==> config.mk <==
export PLATFORM = sky130hd
export DESIGN_NAME = periodic_timer_bank_top
export DESIGN_NICKNAME = d
export VERILOG_FILES = /design/src/ptb_pkg.sv /design/src/ptb_expiry_unit.sv /design/src/periodic_timer_bank_top.sv
export SDC_FILE = /design/constraint.sdc
export NUM_CORES = 2
export LEC_CHECK = 0
export ABC_CLOCK_PERIOD_IN_PS = 11300
export CORE_MARGIN = 2
export CORE_UTILIZATION = 60
export CTS_CLUSTER_DIAMETER = 100
export CTS_CLUSTER_SIZE = 24
export DETAILED_ROUTE_END_ITERATION = 8
export DONT_BUFFER_PORTS = 1
export HOLD_SLACK_MARGIN = 0.08
export PLACE_DENSITY_LB_ADDON = 0.05
export SYNTH_ARGS = -nofsm -noshare
export SYNTH_HDL_FRONTEND = slang
export SYNTH_SLANG_ARGS = --single-unit
==> constraint.sdc <==
create_clock -name i_clk -period 11.3 [get_ports i_clk]
set_clock_uncertainty 0.05 [all_clocks]
set_input_delay 1.695 -clock i_clk [delete_from_list [all_inputs] [get_ports i_clk]]
set_output_delay 1.695 -clock i_clk [all_outputs]
set_load 0.02 [all_outputs]
==> src/ptb_pkg.sv <==
`default_nettype none

package ptb_pkg;

    // Command codes carried on the mode field.
    localparam logic [1:0] MODE_TICK  = 2'd0;
    localparam logic [1:0] MODE_START = 2'd1;
    localparam logic [1:0] MODE_STOP  = 2'd2;

    // Width of the timer index fields on the ports.
    localparam int OUT_IDX_W = 4;

    typedef enum logic [1:0] {
        ST_IDLE,
        ST_SCAN,
        ST_DRAIN,
        ST_FLUSH
    } t_state;

endpackage

`default_nettype wire

==> src/ptb_expiry_unit.sv <==
`default_nettype none

// Decides whether one timer entry has expired and works out its new base.
module ptb_expiry_unit #(
    parameter int TIME_BITS = 32
) (
    input  wire logic                 i_valid,
    input  wire logic [TIME_BITS-1:0] i_since,
    input  wire logic [TIME_BITS-1:0] i_base,
    input  wire logic [TIME_BITS-1:0] i_period,
    input  wire logic [TIME_BITS-1:0] i_now,
    output logic                      o_due,
    output logic [TIME_BITS-1:0]      o_new_base
);

    logic                 w_borrow;
    logic [TIME_BITS-1:0] w_behind;
    logic                 w_snap;

    // The borrow of since minus period is the "not yet due" compare; the
    // difference is how far the timer still lags after one period.
    assign {w_borrow, w_behind} = {1'b0, i_since} - {1'b0, i_period};
    assign o_due  = i_valid && !w_borrow;
    assign w_snap = (w_behind > i_period);
    assign o_new_base = w_snap ? i_now : (i_base + i_period);

endmodule

`default_nettype wire

==> src/periodic_timer_bank_top.sv <==
`default_nettype none

// Periodic timer bank.
// One command channel: a word is taken at a rising edge where start is high
// and busy is low. The mode field selects a tick, a timer start or a stop.
// A start or stop word is finished in the cycle it is taken, so busy stays
// low and another word may follow in the next cycle. A tick adds its elapsed
// count to the kept time and then walks every timer entry in index order,
// one entry per cycle through the single read port of the entry memory;
// busy stays high until the scan, the drain and the flush are over, so the
// next word is taken only once the previous tick is through.
// Each expired timer produces one result word on o_expired_index, shown for
// exactly one cycle with o_valid high; the receiver cannot hold results off.
// Results leave in index order and o_last_of_run marks the final one of a
// tick. A result leaves once a later expiry or the end of the scan releases
// it; the last one is shown in the first cycle in which busy is low again.
// Reset clears the kept time, every enable bit and the sequencer. The entry
// memory holds period and expiry base and is not cleared: an entry is only
// used while its timer is enabled, and a start always writes it first.
module periodic_timer_bank_top
    import ptb_pkg::*;
#(
    parameter int NUM_TIMERS = 16,
    parameter int TIME_BITS  = 32
) (
    input  wire logic                 i_clk,
    input  wire logic                 i_rst_n,
    input  wire logic                 start,
    output logic                      busy,
    input  wire logic [1:0]           i_mode,
    input  wire logic [OUT_IDX_W-1:0] i_timer_index,
    input  wire logic [31:0]          i_timeout_ms,
    input  wire logic [15:0]          i_elapsed_ms,
    output logic                      o_valid,
    output logic [OUT_IDX_W-1:0]      o_expired_index,
    output logic                      o_last_of_run
);

    localparam int IDX_W = (NUM_TIMERS > 1) ? $clog2(NUM_TIMERS) : 1;
    localparam int ENT_W = 2 * TIME_BITS;
    localparam logic [IDX_W-1:0] LAST_IDX = IDX_W'(NUM_TIMERS - 1);
    localparam logic [63:0] TIME_MASK = {64{1'b1}} >> (64 - TIME_BITS);

    // Sequencer.
    t_state r_state;
    t_state n_state;
    logic   w_rd_en;
    logic   w_flush;

    // Command decode.
    logic                 w_accept;
    logic                 w_tick;
    logic                 w_idx_ok;
    logic                 w_start_ok;
    logic                 w_stop_ok;
    logic [IDX_W-1:0]     w_cmd_addr;
    logic [63:0]          w_tmo_ext;
    logic [TIME_BITS-1:0] w_period_in;

    // Kept time and enable bits.
    logic [TIME_BITS-1:0]  r_now;
    logic [NUM_TIMERS-1:0] r_en;

    // Entry memory: expiry base in the upper half, period in the lower half.
    logic [ENT_W-1:0] r_mem [NUM_TIMERS];
    logic [ENT_W-1:0] r_rd_data;
    logic             w_mem_we;
    logic [IDX_W-1:0] w_mem_wa;
    logic [ENT_W-1:0] w_mem_wd;

    // Scan address counter and pipeline.
    logic [IDX_W-1:0]     r_rd_idx;
    logic                 r_s1_vld;
    logic                 r_s1_last;
    logic [IDX_W-1:0]     r_s1_idx;
    logic [TIME_BITS-1:0] w_s1_base;
    logic [TIME_BITS-1:0] w_s1_period;
    logic                 r_s2_vld;
    logic                 r_s2_last;
    logic                 r_s2_en;
    logic [IDX_W-1:0]     r_s2_idx;
    logic [TIME_BITS-1:0] r_s2_since;
    logic [TIME_BITS-1:0] r_s2_base;
    logic [TIME_BITS-1:0] r_s2_period;
    logic                 w_hit;
    logic [TIME_BITS-1:0] w_new_base;

    // A result is held back by one expiry so that the last one of a tick can
    // be flagged once the scan has finished.
    logic                 r_pend_vld;
    logic                 n_pend_vld;
    logic [OUT_IDX_W-1:0] r_pend_idx;
    logic [OUT_IDX_W-1:0] n_pend_idx;
    logic                 r_out_vld;
    logic                 n_out_vld;
    logic [OUT_IDX_W-1:0] r_out_idx;
    logic [OUT_IDX_W-1:0] n_out_idx;
    logic                 r_out_last;
    logic                 n_out_last;

    assign busy     = (r_state != ST_IDLE);
    assign w_accept = start && !busy;
    assign w_tick   = w_accept && (i_mode == MODE_TICK);
    assign w_idx_ok = ({3'b000, i_timer_index} < 7'(NUM_TIMERS));
    assign w_start_ok = w_accept && (i_mode == MODE_START) && w_idx_ok
                        && (i_timeout_ms != 32'd0);
    assign w_stop_ok  = w_accept && (i_mode == MODE_STOP) && w_idx_ok;
    assign w_cmd_addr = IDX_W'(i_timer_index);

    // A period wider than the time word saturates to the largest time value.
    assign w_tmo_ext   = 64'(i_timeout_ms);
    assign w_period_in = (w_tmo_ext > TIME_MASK) ? TIME_MASK[TIME_BITS-1:0]
                                                 : w_tmo_ext[TIME_BITS-1:0];

    // Next state.
    always_comb begin
        n_state = r_state;
        unique case (r_state)
            ST_IDLE: begin
                if (w_tick) begin
                    n_state = ST_SCAN;
                end
            end
            ST_SCAN: begin
                if (r_rd_idx == LAST_IDX) begin
                    n_state = ST_DRAIN;
                end
            end
            ST_DRAIN: begin
                if (r_s2_vld && r_s2_last) begin
                    n_state = ST_FLUSH;
                end
            end
            ST_FLUSH: begin
                n_state = ST_IDLE;
            end
            default: begin
                n_state = ST_IDLE;
            end
        endcase
    end

    // Sequencer outputs.
    always_comb begin
        w_rd_en = 1'b0;
        w_flush = 1'b0;
        unique case (r_state)
            ST_IDLE:  w_rd_en = 1'b0;
            ST_SCAN:  w_rd_en = 1'b1;
            ST_DRAIN: w_rd_en = 1'b0;
            ST_FLUSH: w_flush = 1'b1;
            default: begin
                w_rd_en = 1'b0;
                w_flush = 1'b0;
            end
        endcase
    end

    always_ff @(posedge i_clk) begin
        if (!i_rst_n) begin
            r_state  <= ST_IDLE;
            r_now    <= '0;
            r_en     <= '0;
            r_rd_idx <= '0;
        end else begin
            r_state <= n_state;
            if (w_tick) begin
                r_now    <= r_now + TIME_BITS'(i_elapsed_ms);
                r_rd_idx <= '0;
            end else if (w_rd_en) begin
                r_rd_idx <= r_rd_idx + 1'b1;
            end
            if (w_start_ok) begin
                r_en[w_cmd_addr] <= 1'b1;
            end else if (w_stop_ok) begin
                r_en[w_cmd_addr] <= 1'b0;
            end
        end
    end

    // A start writes in idle, a write-back only during a scan, so the two
    // never meet. Scan write-backs go to an entry already read, so no
    // forwarding is needed.
    always_comb begin
        if (w_start_ok) begin
            w_mem_we = 1'b1;
            w_mem_wa = w_cmd_addr;
            w_mem_wd = {r_now, w_period_in};
        end else begin
            w_mem_we = w_hit;
            w_mem_wa = r_s2_idx;
            w_mem_wd = {w_new_base, r_s2_period};
        end
    end

    always_ff @(posedge i_clk) begin
        if (w_mem_we) begin
            r_mem[w_mem_wa] <= w_mem_wd;
        end
        if (w_rd_en) begin
            r_rd_data <= r_mem[r_rd_idx];
        end
    end

    assign w_s1_base   = r_rd_data[ENT_W-1:TIME_BITS];
    assign w_s1_period = r_rd_data[TIME_BITS-1:0];

    // Pipeline control.
    always_ff @(posedge i_clk) begin
        if (!i_rst_n) begin
            r_s1_vld  <= 1'b0;
            r_s1_last <= 1'b0;
            r_s2_vld  <= 1'b0;
            r_s2_last <= 1'b0;
        end else begin
            r_s1_vld  <= w_rd_en;
            r_s1_last <= w_rd_en && (r_rd_idx == LAST_IDX);
            r_s2_vld  <= r_s1_vld;
            r_s2_last <= r_s1_vld && r_s1_last;
        end
    end

    // Pipeline payload.
    always_ff @(posedge i_clk) begin
        if (w_rd_en) begin
            r_s1_idx <= r_rd_idx;
        end
        if (r_s1_vld) begin
            r_s2_idx    <= r_s1_idx;
            r_s2_en     <= r_en[r_s1_idx];
            r_s2_since  <= r_now - w_s1_base;
            r_s2_base   <= w_s1_base;
            r_s2_period <= w_s1_period;
        end
    end

    ptb_expiry_unit #(
        .TIME_BITS (TIME_BITS)
    ) u_expiry (
        .i_valid    (r_s2_vld && r_s2_en),
        .i_since    (r_s2_since),
        .i_base     (r_s2_base),
        .i_period   (r_s2_period),
        .i_now      (r_now),
        .o_due      (w_hit),
        .o_new_base (w_new_base)
    );

    // Result staging.
    always_comb begin
        n_pend_vld = r_pend_vld;
        n_pend_idx = r_pend_idx;
        n_out_vld  = 1'b0;
        n_out_idx  = r_pend_idx;
        n_out_last = 1'b0;
        priority if (w_hit) begin
            n_out_vld  = r_pend_vld;
            n_pend_vld = 1'b1;
            n_pend_idx = OUT_IDX_W'(r_s2_idx);
        end else if (w_flush) begin
            n_out_vld  = r_pend_vld;
            n_out_last = 1'b1;
            n_pend_vld = 1'b0;
        end else begin
            n_out_vld = 1'b0;
        end
    end

    always_ff @(posedge i_clk) begin
        if (!i_rst_n) begin
            r_pend_vld <= 1'b0;
            r_out_vld  <= 1'b0;
        end else begin
            r_pend_vld <= n_pend_vld;
            r_out_vld  <= n_out_vld;
        end
    end

    always_ff @(posedge i_clk) begin
        r_pend_idx <= n_pend_idx;
        r_out_idx  <= n_out_idx;
        r_out_last <= n_out_last;
    end

    assign o_valid         = r_out_vld;
    assign o_expired_index = r_out_idx;
    assign o_last_of_run   = r_out_last;

endmodule

`default_nettype wire

==> summary.md <==
| Metric | Value |
|---|---|
| Outcome | `finished, final reports clean` |
| Slew @ Worst Pin | `1.33 ns` |
| Gr busiest metal | `met2` |
| Number of flops mapped to enable cells by yosys | `1197` |
| FP Rows | `109` |
| Commonest non-fill, non-tap cells in the layout | `edfxtp_1 (1197), mux4_2 (325), ha_1 (147)` |
| Min-Delay Path Class | `flip-flop to flip-flop` |
| Ports | `64` |
| First-pass GRT wire length | `185000 um` |
| DP Area | `0.0553 mm2` |
| Layout Cells excl Fill | `4139` |
| Slew headroom | `0.104` |
| Setup Total Neg Slack | `0 ns` |
| Routability Congestion | `0.905` |
| Clock latency at the later pin of the worst-skew pair | `0.67 ns` |
| Die X | `303 um` |
| Hold WS | `0.297 ns` |
| Reg power frac | `0.544` |
| Max Fclk | `145 MHz` |
| Via-to-Cell Ratio | `6.61` |
| Die Area | `0.0915 mm2` |
| Crit Path Category | `flip-flop to flip-flop` |
| Total Power | `11.3 mW` |
| Clock sink count | `1262` |
| Mapped Cells | `2922` |
| Initial Utilization | `0.605` |
| Post-place setup slack | `4.23 ns` |
| CP startpoint kind | `flip-flop` |
| Clk root buf | `clkbuf_16` |
| Number of global-route vias before repair | `27300` |
| Worst endpoint required time | `11.56 ns` |
| Async S/R FF share, synth | `0` |
| Fill count | `6043` |
| WL final | `127000 um` |
| Static Leak | `18.4 nW` |
| Internal Power | `8.06 mW` |
| Switching Share | `0.290` |
| Port Buffers | `0` |
| # resized after CTS | `0` |
| Area of the multi-input gates | `0.0157 mm2` |
| DP HPWL | `75400 um` |
| RSZ-0062 raised after global routing | `false` |
| Crit path capture type | `flip-flop` |
| Antenna-violating nets left | `0` |
| Commonest non-fill, non-tap cell in the layout | `edfxtp_1` |
| Final count of negative-setup-slack endpoints | `0` |
| Critical Path Max Stage Delay | `0.96 ns` |
| Final Hold Vio Count | `0` |
| Clock power share | `0.210` |
| Share of cells above drive strength 1 | `0.181` |
| Setup Buffers After CTS | `0` |
| CTS Buf Count | `59` |
| CP arrival | `7.17 ns` |
| Met1 Track Usage GR | `0.411` |
| Initial antenna violation count | `1` |
| Die Span Y | `303 um` |
| Main synth FF type | `edfxtp_1` |
| Sequential area share after synthesis | `0.696` |
| Cell area after layout | `0.0570 mm2` |
| Iteration-0 DRC Markers | `3043` |
| Clock-pin transition on the worst setup and hold timing paths | `0.10 ns` |
| Avg Cell Area, Syn | `18.3 um2` |
| Pwr Density | `199 mW/mm2` |
| Vias post-DR | `27400` |
| Period utilization | `0.612` |
| Worst path cell trace | `inv_1, ha_1, nor2b_1, o21ai_0, a2111oi_2, o31ai_1, a21oi_1, a311oi_1, o21ai_0, a21oi_1, xnor2_1, ha_1, and4_1, nand4_1, nor4_1, a221oi_1, a31oi_4, buf_4, mux2i_1` |
| Synthesized area | `0.0535 mm2` |
| Nets | `3143` |
| DRT Pass-1 Iters | `5` |
| Placed cells | `4037` |
| Final WS setup | `4.39 ns` |
| GRT overflow | `0` |
| Area delta synth->final | `6.55%` |
| Worst-path fanout max | `58` |
| CTS H-tree depth | `2` |
| Syn Nets | `3131` |
| Flops & latches, synth | `1262` |
| Slowest-stage cell, CP | `mux2i_1` |
| Final core utilization | `0.645` |
| Post-synth cell types | `78` |
| Slew Viols, Final | `0` |
| Ys Warns | `0` |
| Total GRT Usage | `0.281` |
| Psw | `3.29 mW` |
| Grt met3 use | `0.0279` |
| Minimum clock period after layout | `6.91 ns` |
| Maximum vdd drop | `179 uV` |
| Wire per inst | `30.7 um` |
| Sequential Area | `0.0373 mm2` |
| Pin count of the biggest net entering global routing | `146` |
| Comb pwr share | `0.246` |
| DRC errors left | `0` |
| CTS tree | `built` |
| Met2 Usage GRT | `0.472` |
| Area of the core | `0.0884 mm2` |
| MaxCap Viol Count | `0` |
| Hold buffer count at CTS | `0` |
| Bufs on Longest Clock Path | `3` |
final cells by class:
type | instances | area share
clock buffer | 92 | 0.0285
timing repair buffer | 54 | 0.00758
clock inverter | 7 | 0.00119
antenna | 2 | 0.0000878
tap | 1165 | 0.0256
multi-input combinational | 1446 | 0.276
inverter | 111 | 0.00731
sequential | 1262 | 0.654
flip-flops by register name (all words and copies together) (netlist names), named ones only:
register         cells
r_s2_idx             4
r_s2_base           32
o_valid              1
n_out_idx            4
r_s1_vld             1
r_s2_since          32
r_s2_vld             1
r_s1_idx             4
r_mem             1024
r_s1_last            1
r_s2_en              1
r_state              2
r_rd_data           64
r_pend_vld           1
r_s2_period         32
o_last_of_run        1
r_now               32
o_expired_index      4
r_rd_idx             4
r_s2_last            1
logic make-up (layout without fill, tap and decap cells):
family          Yosys count  count (layout)  share of synthesized area
xor+xnor                104             104                     0.0170
buf+inv                 214             264                     0.0152
simple gates            401             401                     0.0387
flops                  1262            1262                      0.696
fa+ha+maj               152             152                     0.0361
mux                     365             365                      0.145
compound gates          424             424                     0.0512
other cells               0               2                          0
per-layer routing:
metal  share of wire  up-vias  wire (um)
li1                -    11800          -
met1            0.41    14400      52500
met2            0.51     1044      64300
met3           0.060      148       7620
met4           0.020        0       2540
met5               0        -          0
final timing paths:
check | endpoint | depth (start not counted) | slack, ns | from
max | r_mem[9][33]$_DFFE_PP_ | 19 | 4.39 | r_s2_period[1]$_DFFE_PP_
max reg2reg | r_mem[9][33]$_DFFE_PP_ | 19 | 4.39 | r_s2_period[1]$_DFFE_PP_
min reg2reg | o_expired_index[2]$_DFF_P_ | 0 | 0.30 | n_out_idx[2]$_DFFE_PP_
min | o_expired_index[2]$_DFF_P_ | 0 | 0.30 | n_out_idx[2]$_DFFE_PP_
critical path, delay by kind of cell, from the launching register on:
kind,cells,cell delay (ns)
AO/OA/AOI/OAI,9,2.45
AND/OR/NAND/NOR,4,1.14
multiplexers,1,0.96
buffers and inverters,2,0.86
adder cells (fa/ha/maj),2,0.55
flip-flops,1,0.44
XOR/XNOR,1,0.09
cells in the mapped netlist (9+ instances only):
| cell type | n | area, um2 |
|---|---|---|
| a211oi_1 | 13 | 97.6 |
| a21boi_0 | 19 | 143 |
| a21o_1 | 58 | 435 |
| a21oi_1 | 102 | 510 |
| a31oi_1 | 11 | 68.8 |
| and2_1 | 29 | 181 |
| and3_1 | 17 | 106 |
| buf_1 | 26 | 97.6 |
| clkbuf_1 | 73 | 274 |
| dfxtp_1 | 65 | 1300 |
| edfxtp_1 | 1197 | 35900 |
| ha_1 | 148 | 1850 |
| inv_1 | 111 | 417 |
| mux2_2 | 37 | 417 |
| mux4_2 | 325 | 7320 |
| nand2_1 | 119 | 447 |
| nand2b_1 | 24 | 150 |
| nand3_1 | 23 | 115 |
| nand3b_1 | 10 | 75.1 |
| nand4_1 | 15 | 93.8 |
| nor2_1 | 65 | 244 |
| nor2b_1 | 24 | 150 |
| nor3_1 | 23 | 115 |
| nor4_1 | 9 | 56.3 |
| o21a_1 | 16 | 120 |
| o21ai_0 | 111 | 556 |
| o21bai_1 | 10 | 75.1 |
| o22ai_1 | 9 | 56.3 |
| or3_1 | 16 | 100 |
| xnor2_1 | 58 | 508 |
| xor2_1 | 46 | 403 |
power groups by stage:
stage / registers, mW / clock network [mW] / logic (mW)
global route: 6.19 / 2.58 / 3.05
detailed placement: 6.29 / 0 / 2.77
finish: 6.17 / 2.38 / 2.79
CTS: 6.19 / 2.43 / 2.78
global placement: 6.28 / 0 / 2.68
floorplan: 6.16 / 0 / 2.02
Note: power is estimated with default switching activity, not from simulation.
